===== src/hw/rtl/tcw_pkg.sv =====
`default_nettype none
// ----------------------------------------------------------------------------
// tcw_pkg
// Shared types and constants of the text console writer: field widths,
// command and character codes, and the controller/datapath interface.
// ----------------------------------------------------------------------------
package tcw_pkg;

  localparam int CMD_W   = 2;
  localparam int CH_W    = 8;
  localparam int TERM_W  = 2;
  localparam int IDX_W   = 11;
  localparam int ATTR_W  = 8;
  localparam int POS_W   = 11;
  localparam int CFG_IDX_W  = 1;
  localparam int CFG_DATA_W = 8;

  localparam logic [CMD_W-1:0] CMD_PUT   = 2'd0;
  localparam logic [CMD_W-1:0] CMD_READ  = 2'd1;
  localparam logic [CMD_W-1:0] CMD_CLEAR = 2'd2;

  localparam logic [CFG_IDX_W-1:0] REG_SHOWN = 1'b0;
  localparam logic [CFG_IDX_W-1:0] REG_ATTR  = 1'b1;

  localparam logic [CH_W-1:0] CH_NUL = 8'h00;
  localparam logic [CH_W-1:0] CH_BS  = 8'h08;
  localparam logic [CH_W-1:0] CH_LF  = 8'h0a;
  localparam logic [CH_W-1:0] CH_CR  = 8'h0d;
  localparam logic [CH_W-1:0] BLANK_CHAR = 8'h20;
  localparam logic [ATTR_W-1:0] RESET_ATTR = 8'h07;

  typedef enum logic [4:0] {
    OP_NONE,
    OP_ACCEPT,
    OP_LOAD,
    OP_NEWLINE,
    OP_SCROLL_INIT,
    OP_SCROLL,
    OP_BACK,
    OP_ADDR_CELL,
    OP_ADDR_READ,
    OP_PUT,
    OP_BLANK_CHAR,
    OP_READ,
    OP_CAPTURE,
    OP_CLEAR_INIT,
    OP_CLEAR,
    OP_INIT,
    OP_WB,
    OP_RESULT
  } dp_op_t;

  typedef struct packed {
    dp_op_t op;
  } dp_cmd_t;

  typedef struct packed {
    logic cmd_put;
    logic cmd_read;
    logic cmd_clear;
    logic t_ok;
    logic idx_ok;
    logic shown_ok;
    logic ch_nul;
    logic ch_nl;
    logic ch_bs;
    logic col_full;
    logic row_last;
    logic at_home;
    logic scroll_last;
    logic clear_last;
    logic init_last;
  } dp_status_t;

endpackage
`default_nettype wire


===== src/hw/rtl/tcw_ctrl.sv =====
`default_nettype none
// ----------------------------------------------------------------------------
// tcw_ctrl
// Sequencer of the text console writer: steps one item through cursor load,
// newline/scroll, cell write, cell read or clear, and result hand-off.
// ----------------------------------------------------------------------------
module tcw_ctrl (
  input  wire logic               clk,
  input  wire logic               rst_n,
  input  wire logic               in_valid,
  output logic                    in_stall,
  output logic                    out_valid,
  input  wire logic               out_stall,
  input  wire tcw_pkg::dp_status_t st,
  output tcw_pkg::dp_cmd_t        cmd
);

  typedef enum logic [17:0] {
    ST_INIT        = 18'h00001,
    ST_IDLE        = 18'h00002,
    ST_LOAD        = 18'h00004,
    ST_DECIDE      = 18'h00008,
    ST_NEWLINE     = 18'h00010,
    ST_SCROLL_INIT = 18'h00020,
    ST_SCROLL      = 18'h00040,
    ST_BACK        = 18'h00080,
    ST_ADDR        = 18'h00100,
    ST_PUT         = 18'h00200,
    ST_BLANK       = 18'h00400,
    ST_ADDR_READ   = 18'h00800,
    ST_READ        = 18'h01000,
    ST_CAPTURE     = 18'h02000,
    ST_CLEAR_INIT  = 18'h04000,
    ST_CLEAR       = 18'h08000,
    ST_WB          = 18'h10000,
    ST_RESULT      = 18'h20000
  } state_t;

  state_t state_r, state_nxt;
  logic   out_valid_r, out_valid_nxt;
  logic   printable;
  logic   slot_free;

  assign printable = !st.ch_nul && !st.ch_nl && !st.ch_bs;
  assign slot_free = !out_valid_r || !out_stall;
  assign in_stall  = (state_r != ST_IDLE);
  assign out_valid = out_valid_r;

  always_comb begin
    state_nxt     = state_r;
    cmd.op        = tcw_pkg::OP_NONE;
    out_valid_nxt = out_valid_r && out_stall;
    unique case (state_r)
      ST_INIT: begin
        cmd.op = tcw_pkg::OP_INIT;
        if (st.init_last) state_nxt = ST_IDLE;
      end
      ST_IDLE: begin
        if (in_valid) begin
          cmd.op    = tcw_pkg::OP_ACCEPT;
          state_nxt = ST_LOAD;
        end
      end
      ST_LOAD: begin
        cmd.op    = tcw_pkg::OP_LOAD;
        state_nxt = ST_DECIDE;
      end
      ST_DECIDE: begin
        if (st.cmd_put) begin
          if (!st.t_ok || st.ch_nul) state_nxt = ST_RESULT;
          else if (st.ch_nl)         state_nxt = ST_NEWLINE;
          else if (st.ch_bs)         state_nxt = st.at_home ? ST_RESULT : ST_BACK;
          else if (st.col_full)      state_nxt = ST_NEWLINE;
          else                       state_nxt = ST_ADDR;
        end else if (st.cmd_read) begin
          state_nxt = (st.t_ok && st.idx_ok) ? ST_ADDR_READ : ST_RESULT;
        end else if (st.cmd_clear) begin
          state_nxt = st.shown_ok ? ST_CLEAR_INIT : ST_RESULT;
        end else begin
          state_nxt = ST_RESULT;
        end
      end
      ST_NEWLINE: begin
        cmd.op = tcw_pkg::OP_NEWLINE;
        if (st.row_last)     state_nxt = ST_SCROLL_INIT;
        else if (printable)  state_nxt = ST_ADDR;
        else                 state_nxt = ST_WB;
      end
      ST_SCROLL_INIT: begin
        cmd.op    = tcw_pkg::OP_SCROLL_INIT;
        state_nxt = ST_SCROLL;
      end
      ST_SCROLL: begin
        cmd.op = tcw_pkg::OP_SCROLL;
        if (st.scroll_last) state_nxt = printable ? ST_ADDR : ST_WB;
      end
      ST_BACK: begin
        cmd.op    = tcw_pkg::OP_BACK;
        state_nxt = ST_ADDR;
      end
      ST_ADDR: begin
        cmd.op    = tcw_pkg::OP_ADDR_CELL;
        state_nxt = st.ch_bs ? ST_BLANK : ST_PUT;
      end
      ST_PUT: begin
        cmd.op    = tcw_pkg::OP_PUT;
        state_nxt = ST_WB;
      end
      ST_BLANK: begin
        cmd.op    = tcw_pkg::OP_BLANK_CHAR;
        state_nxt = ST_WB;
      end
      ST_ADDR_READ: begin
        cmd.op    = tcw_pkg::OP_ADDR_READ;
        state_nxt = ST_READ;
      end
      ST_READ: begin
        cmd.op    = tcw_pkg::OP_READ;
        state_nxt = ST_CAPTURE;
      end
      ST_CAPTURE: begin
        cmd.op    = tcw_pkg::OP_CAPTURE;
        state_nxt = ST_RESULT;
      end
      ST_CLEAR_INIT: begin
        cmd.op    = tcw_pkg::OP_CLEAR_INIT;
        state_nxt = ST_CLEAR;
      end
      ST_CLEAR: begin
        cmd.op = tcw_pkg::OP_CLEAR;
        if (st.clear_last) state_nxt = ST_WB;
      end
      ST_WB: begin
        cmd.op    = tcw_pkg::OP_WB;
        state_nxt = ST_RESULT;
      end
      ST_RESULT: begin
        if (slot_free) begin
          cmd.op        = tcw_pkg::OP_RESULT;
          out_valid_nxt = 1'b1;
          state_nxt     = ST_IDLE;
        end
      end
      default: begin
        state_nxt = ST_INIT;
      end
    endcase
  end

  always_ff @(posedge clk) begin
    if (!rst_n) begin
      state_r     <= ST_INIT;
      out_valid_r <= 1'b0;
    end else begin
      state_r     <= state_nxt;
      out_valid_r <= out_valid_nxt;
    end
  end

endmodule
`default_nettype wire


===== config.mk =====
export PLATFORM = sky130hd
export DESIGN_NAME = tcw_ctrl
export DESIGN_NICKNAME = d
export VERILOG_FILES = /design/src/hw/rtl/tcw_pkg.sv /design/src/hw/rtl/tcw_ctrl.sv
export SDC_FILE = /design/constraint.sdc
export NUM_CORES = 1
export LEC_CHECK = 0
export BUFFER_PORTS_ARGS = -buffer_cell sky130_fd_sc_hd__buf_2
export CAP_MARGIN = 0
export CORE_MARGIN = 10
export CORE_UTILIZATION = 54
export CTS_CLUSTER_DIAMETER = 150
export CTS_CLUSTER_SIZE = 30
export DETAILED_ROUTE_END_ITERATION = 10
export PLACE_DENSITY = 0.78
export SYNTH_ARGS = -nofsm -noshare
export SYNTH_HDL_FRONTEND = slang
export SYNTH_SLANG_ARGS = --single-unit

===== constraint.sdc =====
create_clock -name clk -period 1.99 [get_ports clk]
set_input_delay 0.2985 -clock clk [delete_from_list [all_inputs] [get_ports clk]]
set_output_delay 0.2985 -clock clk [all_outputs]
set_load 0.01 [all_outputs]

==> out/metrics.cfg <==
[setup_path]
arrival_ps = 2000
reg2reg_slack_ps = -170
endpoint = cmd[2]
cp_max_fo = 7
cp_data_required_time_ps = 1690
r2r_start = state_r[1]
critical_path_class = reg -> out
end_kind = primary output
start_kind = flip-flop
r2r-end = state_r[16]
worst-r2r-cell-count = 10
crit_start = state_r[1]

[floorplanning]
die_height_um = 69.65
core_area_sq_mm = 0.002276
row_count = 17
start_util_pct = 58.49
die-area_sq_mm = 0.004851
num_io_pins = 26
die-width_um = 69.65

[cts]
cts.path.max_buffers = 2
cts_made_buffers = 3
htreeDepth = 1
clock_sinks = 19
path_clk_slew_ps = 130
clk_latency_ps = 320
cts_hold_buf = 0
cts_tree = done
root_buffer = clkbuf_4

[synth]
yosysWarnings = 0
synth-simple-area-share_pct = 50.47
async_flop_share_pct = 0
synth.distinct_cells = 43
avgSynthCellArea_sq_um = 7.695
netlist_instances = 173
syn_area_sq_mm = 0.001331
synthMuxAreaShare_pct = 0.7519
synth-edff-count = 0
synth_compound_area_share_pct = 12.69
seq_area_frac_synth_pct = 28.57
ys.flop_type = dfxtp_1
synth_xor_area_share_pct = 3.947
synth_nets = 192
synth_top_family_by_area = simple AND/OR/NAND/NOR gates
synth_seq_cells = 19
yosys.area_share.adder_pct = 0

[placement]
numPortBuffers = 25
place_congestion = 1.017
dp_hpwl_um = 3295
placed_cell_area_sq_mm = 0.001632

[timing]
hold_slack_ps = 160.6
max-slew-margin-rel_pct = 66.08
drv_slew = 0
timing.final.ws_setup_ps = -306.4
timing.fmax_mhz = 435.5
tightest_slew_ps = 504.2
timing.clock.skew_ps = 18.02
finalHoldViolCount = 0
fin_crit_ps = 2296
rsz0062_at_grt = yes
finalCritPeriodShare_pct = 115.4
final-setup-viol-count = 6

[drt]
wirelength_um = 4728
drtPass1Iterations = 6
ant_nets = 0
vias = 1640
drc_errors = 0
drt_iter0_drc = 192
routed_via_density = 6.482
wire_per_inst_um = 18.69

[final_layout]
nNetsFinal = 245
drive_gt1_share_pct = 40.44
multi_input_area_sq_mm = 0.001045
fillers = 146
antenna_cells = 0
seq_area_sq_um = 386.6
final_area_sq_mm = 0.001884
area_growth_syn_to_layout_pct = 41.54
utilization_pct = 82.79
mostFrequentLayoutCells = buf_2, buf_4, nor2_1

[pwr]
p_leak_nw = 0.7791
ir_worst_vdd_v = 0.0003585
power_density_mw_per_mm2 = 447.5

[outcome]
status = finished, violations left
violations = negative setup slack

[global_routing]
grt_pass1_vias = 1480
grt_pass1_wl_um = 7051
grt_antenna_before_repair = 0
grt_usage_pct = 17.14
grt_max_degree = 12
overflow = 0

[min_path]
hold_path_class = in -> reg

[flow_run]
drv_cap = 0

[worst max-delay path, stage by stage, from the launching register on]
cell      delay, ps
dfxtp_2         360
nor4_4          270
buf_6           170
nand4_4         190
nor3_4          290
a211oi_2        130
nand3_1         120
buf_2           140
[registers in the layout (all words and copies together), names as in the netlist]
register / cells
out_valid: 1
state_r: 18
[worst min-delay path by stage]
| stage | cells past startpoint | from | end | slack, ps |
|---|---|---|---|---|
| floorplan | 1 | st[7] | state_r[7] | 370 |
| global placement | 2 | st[3] | state_r[7] | 490 |
| CTS | 2 | st[3] | state_r[7] | 160 |
| finish | 2 | st[3] | state_r[7] | 160 |
| global route | 2 | st[3] | state_r[7] | 160 |
| detailed placement | 2 | st[3] | state_r[7] | 490 |
[cell families (layout without fill, tap and decap cells)]
| family | Yosys count | in the layout |
|---|---|---|
| XOR/XNOR | 6 | 6 |
| AO/OA/AOI/OAI | 26 | 26 |
| flip-flops | 19 | 19 |
| multiplexers | 1 | 1 |
| AND/OR/NAND/NOR | 109 | 109 |
| buffers and inverters | 12 | 64 |
[cells in the mapped netlist, drive strengths merged (4+ instances only)]
cell type | count | share of area [%]
nor2 | 23 | 6.7
nor3 | 20 | 8.6
dfxtp | 19 | 29
nand2 | 14 | 3.9
nor4 | 12 | 8.8
a21oi | 9 | 3.4
nand3 | 7 | 2.6
inv | 6 | 1.7
nand3b | 5 | 2.8
nand4 | 5 | 5.1
xor2 | 5 | 3.3
clkbuf | 4 | 1.1
[layout make-up]
class	instances	share of cell area (%)
Sequential cell	19	20.52
Clock buffer	3	1.195
Clock inverter	1	0.2656
Timing Repair Buffer	54	19.52
Multi-Input combinational cell	142	55.44
Inverter	6	1.195
Tap cell	28	1.859
[through the flow]
stage               TNS, ps  total power, W  setup slack (ps)  std cells
floorplan                 0       0.0004945             132.3        173
global placement          0       0.0005685             12.14        242
detailed placement   -30.82       0.0005734            -20.17        242
CTS                  -955.7       0.0007794            -254.9        247
global route          -2172       0.0008767            -418.8        253
finish                -1511       0.0008432            -306.4        253
[power breakdown]
group	internal, W	switching [W]	total (W)
registers	0.000385	0.00000568	0.000391
clock network	0.0000753	0.000141	0.000216
logic	0.000109	0.000128	0.000236
total	0.000569	0.000274	0.000843
[per-layer routing]
| layer | global-route usage [%] | part of all wire, % |
|---|---|---|
| met5 | 0 | 0 |
| met1 | 19.58 | 39 |
| met4 | 6.739 | 5.1 |
| met2 | 30.04 | 48 |
| met3 | 3.566 | 7.4 |
[repair_timing]
item | CTS | global route
resized for setup | 16 | 20
endpoints found under the setup margin | 6 | 7
pin swaps | 3 | 9
setup buffers | 1 | 6
Note: power is estimated with default switching activity, not from simulation.
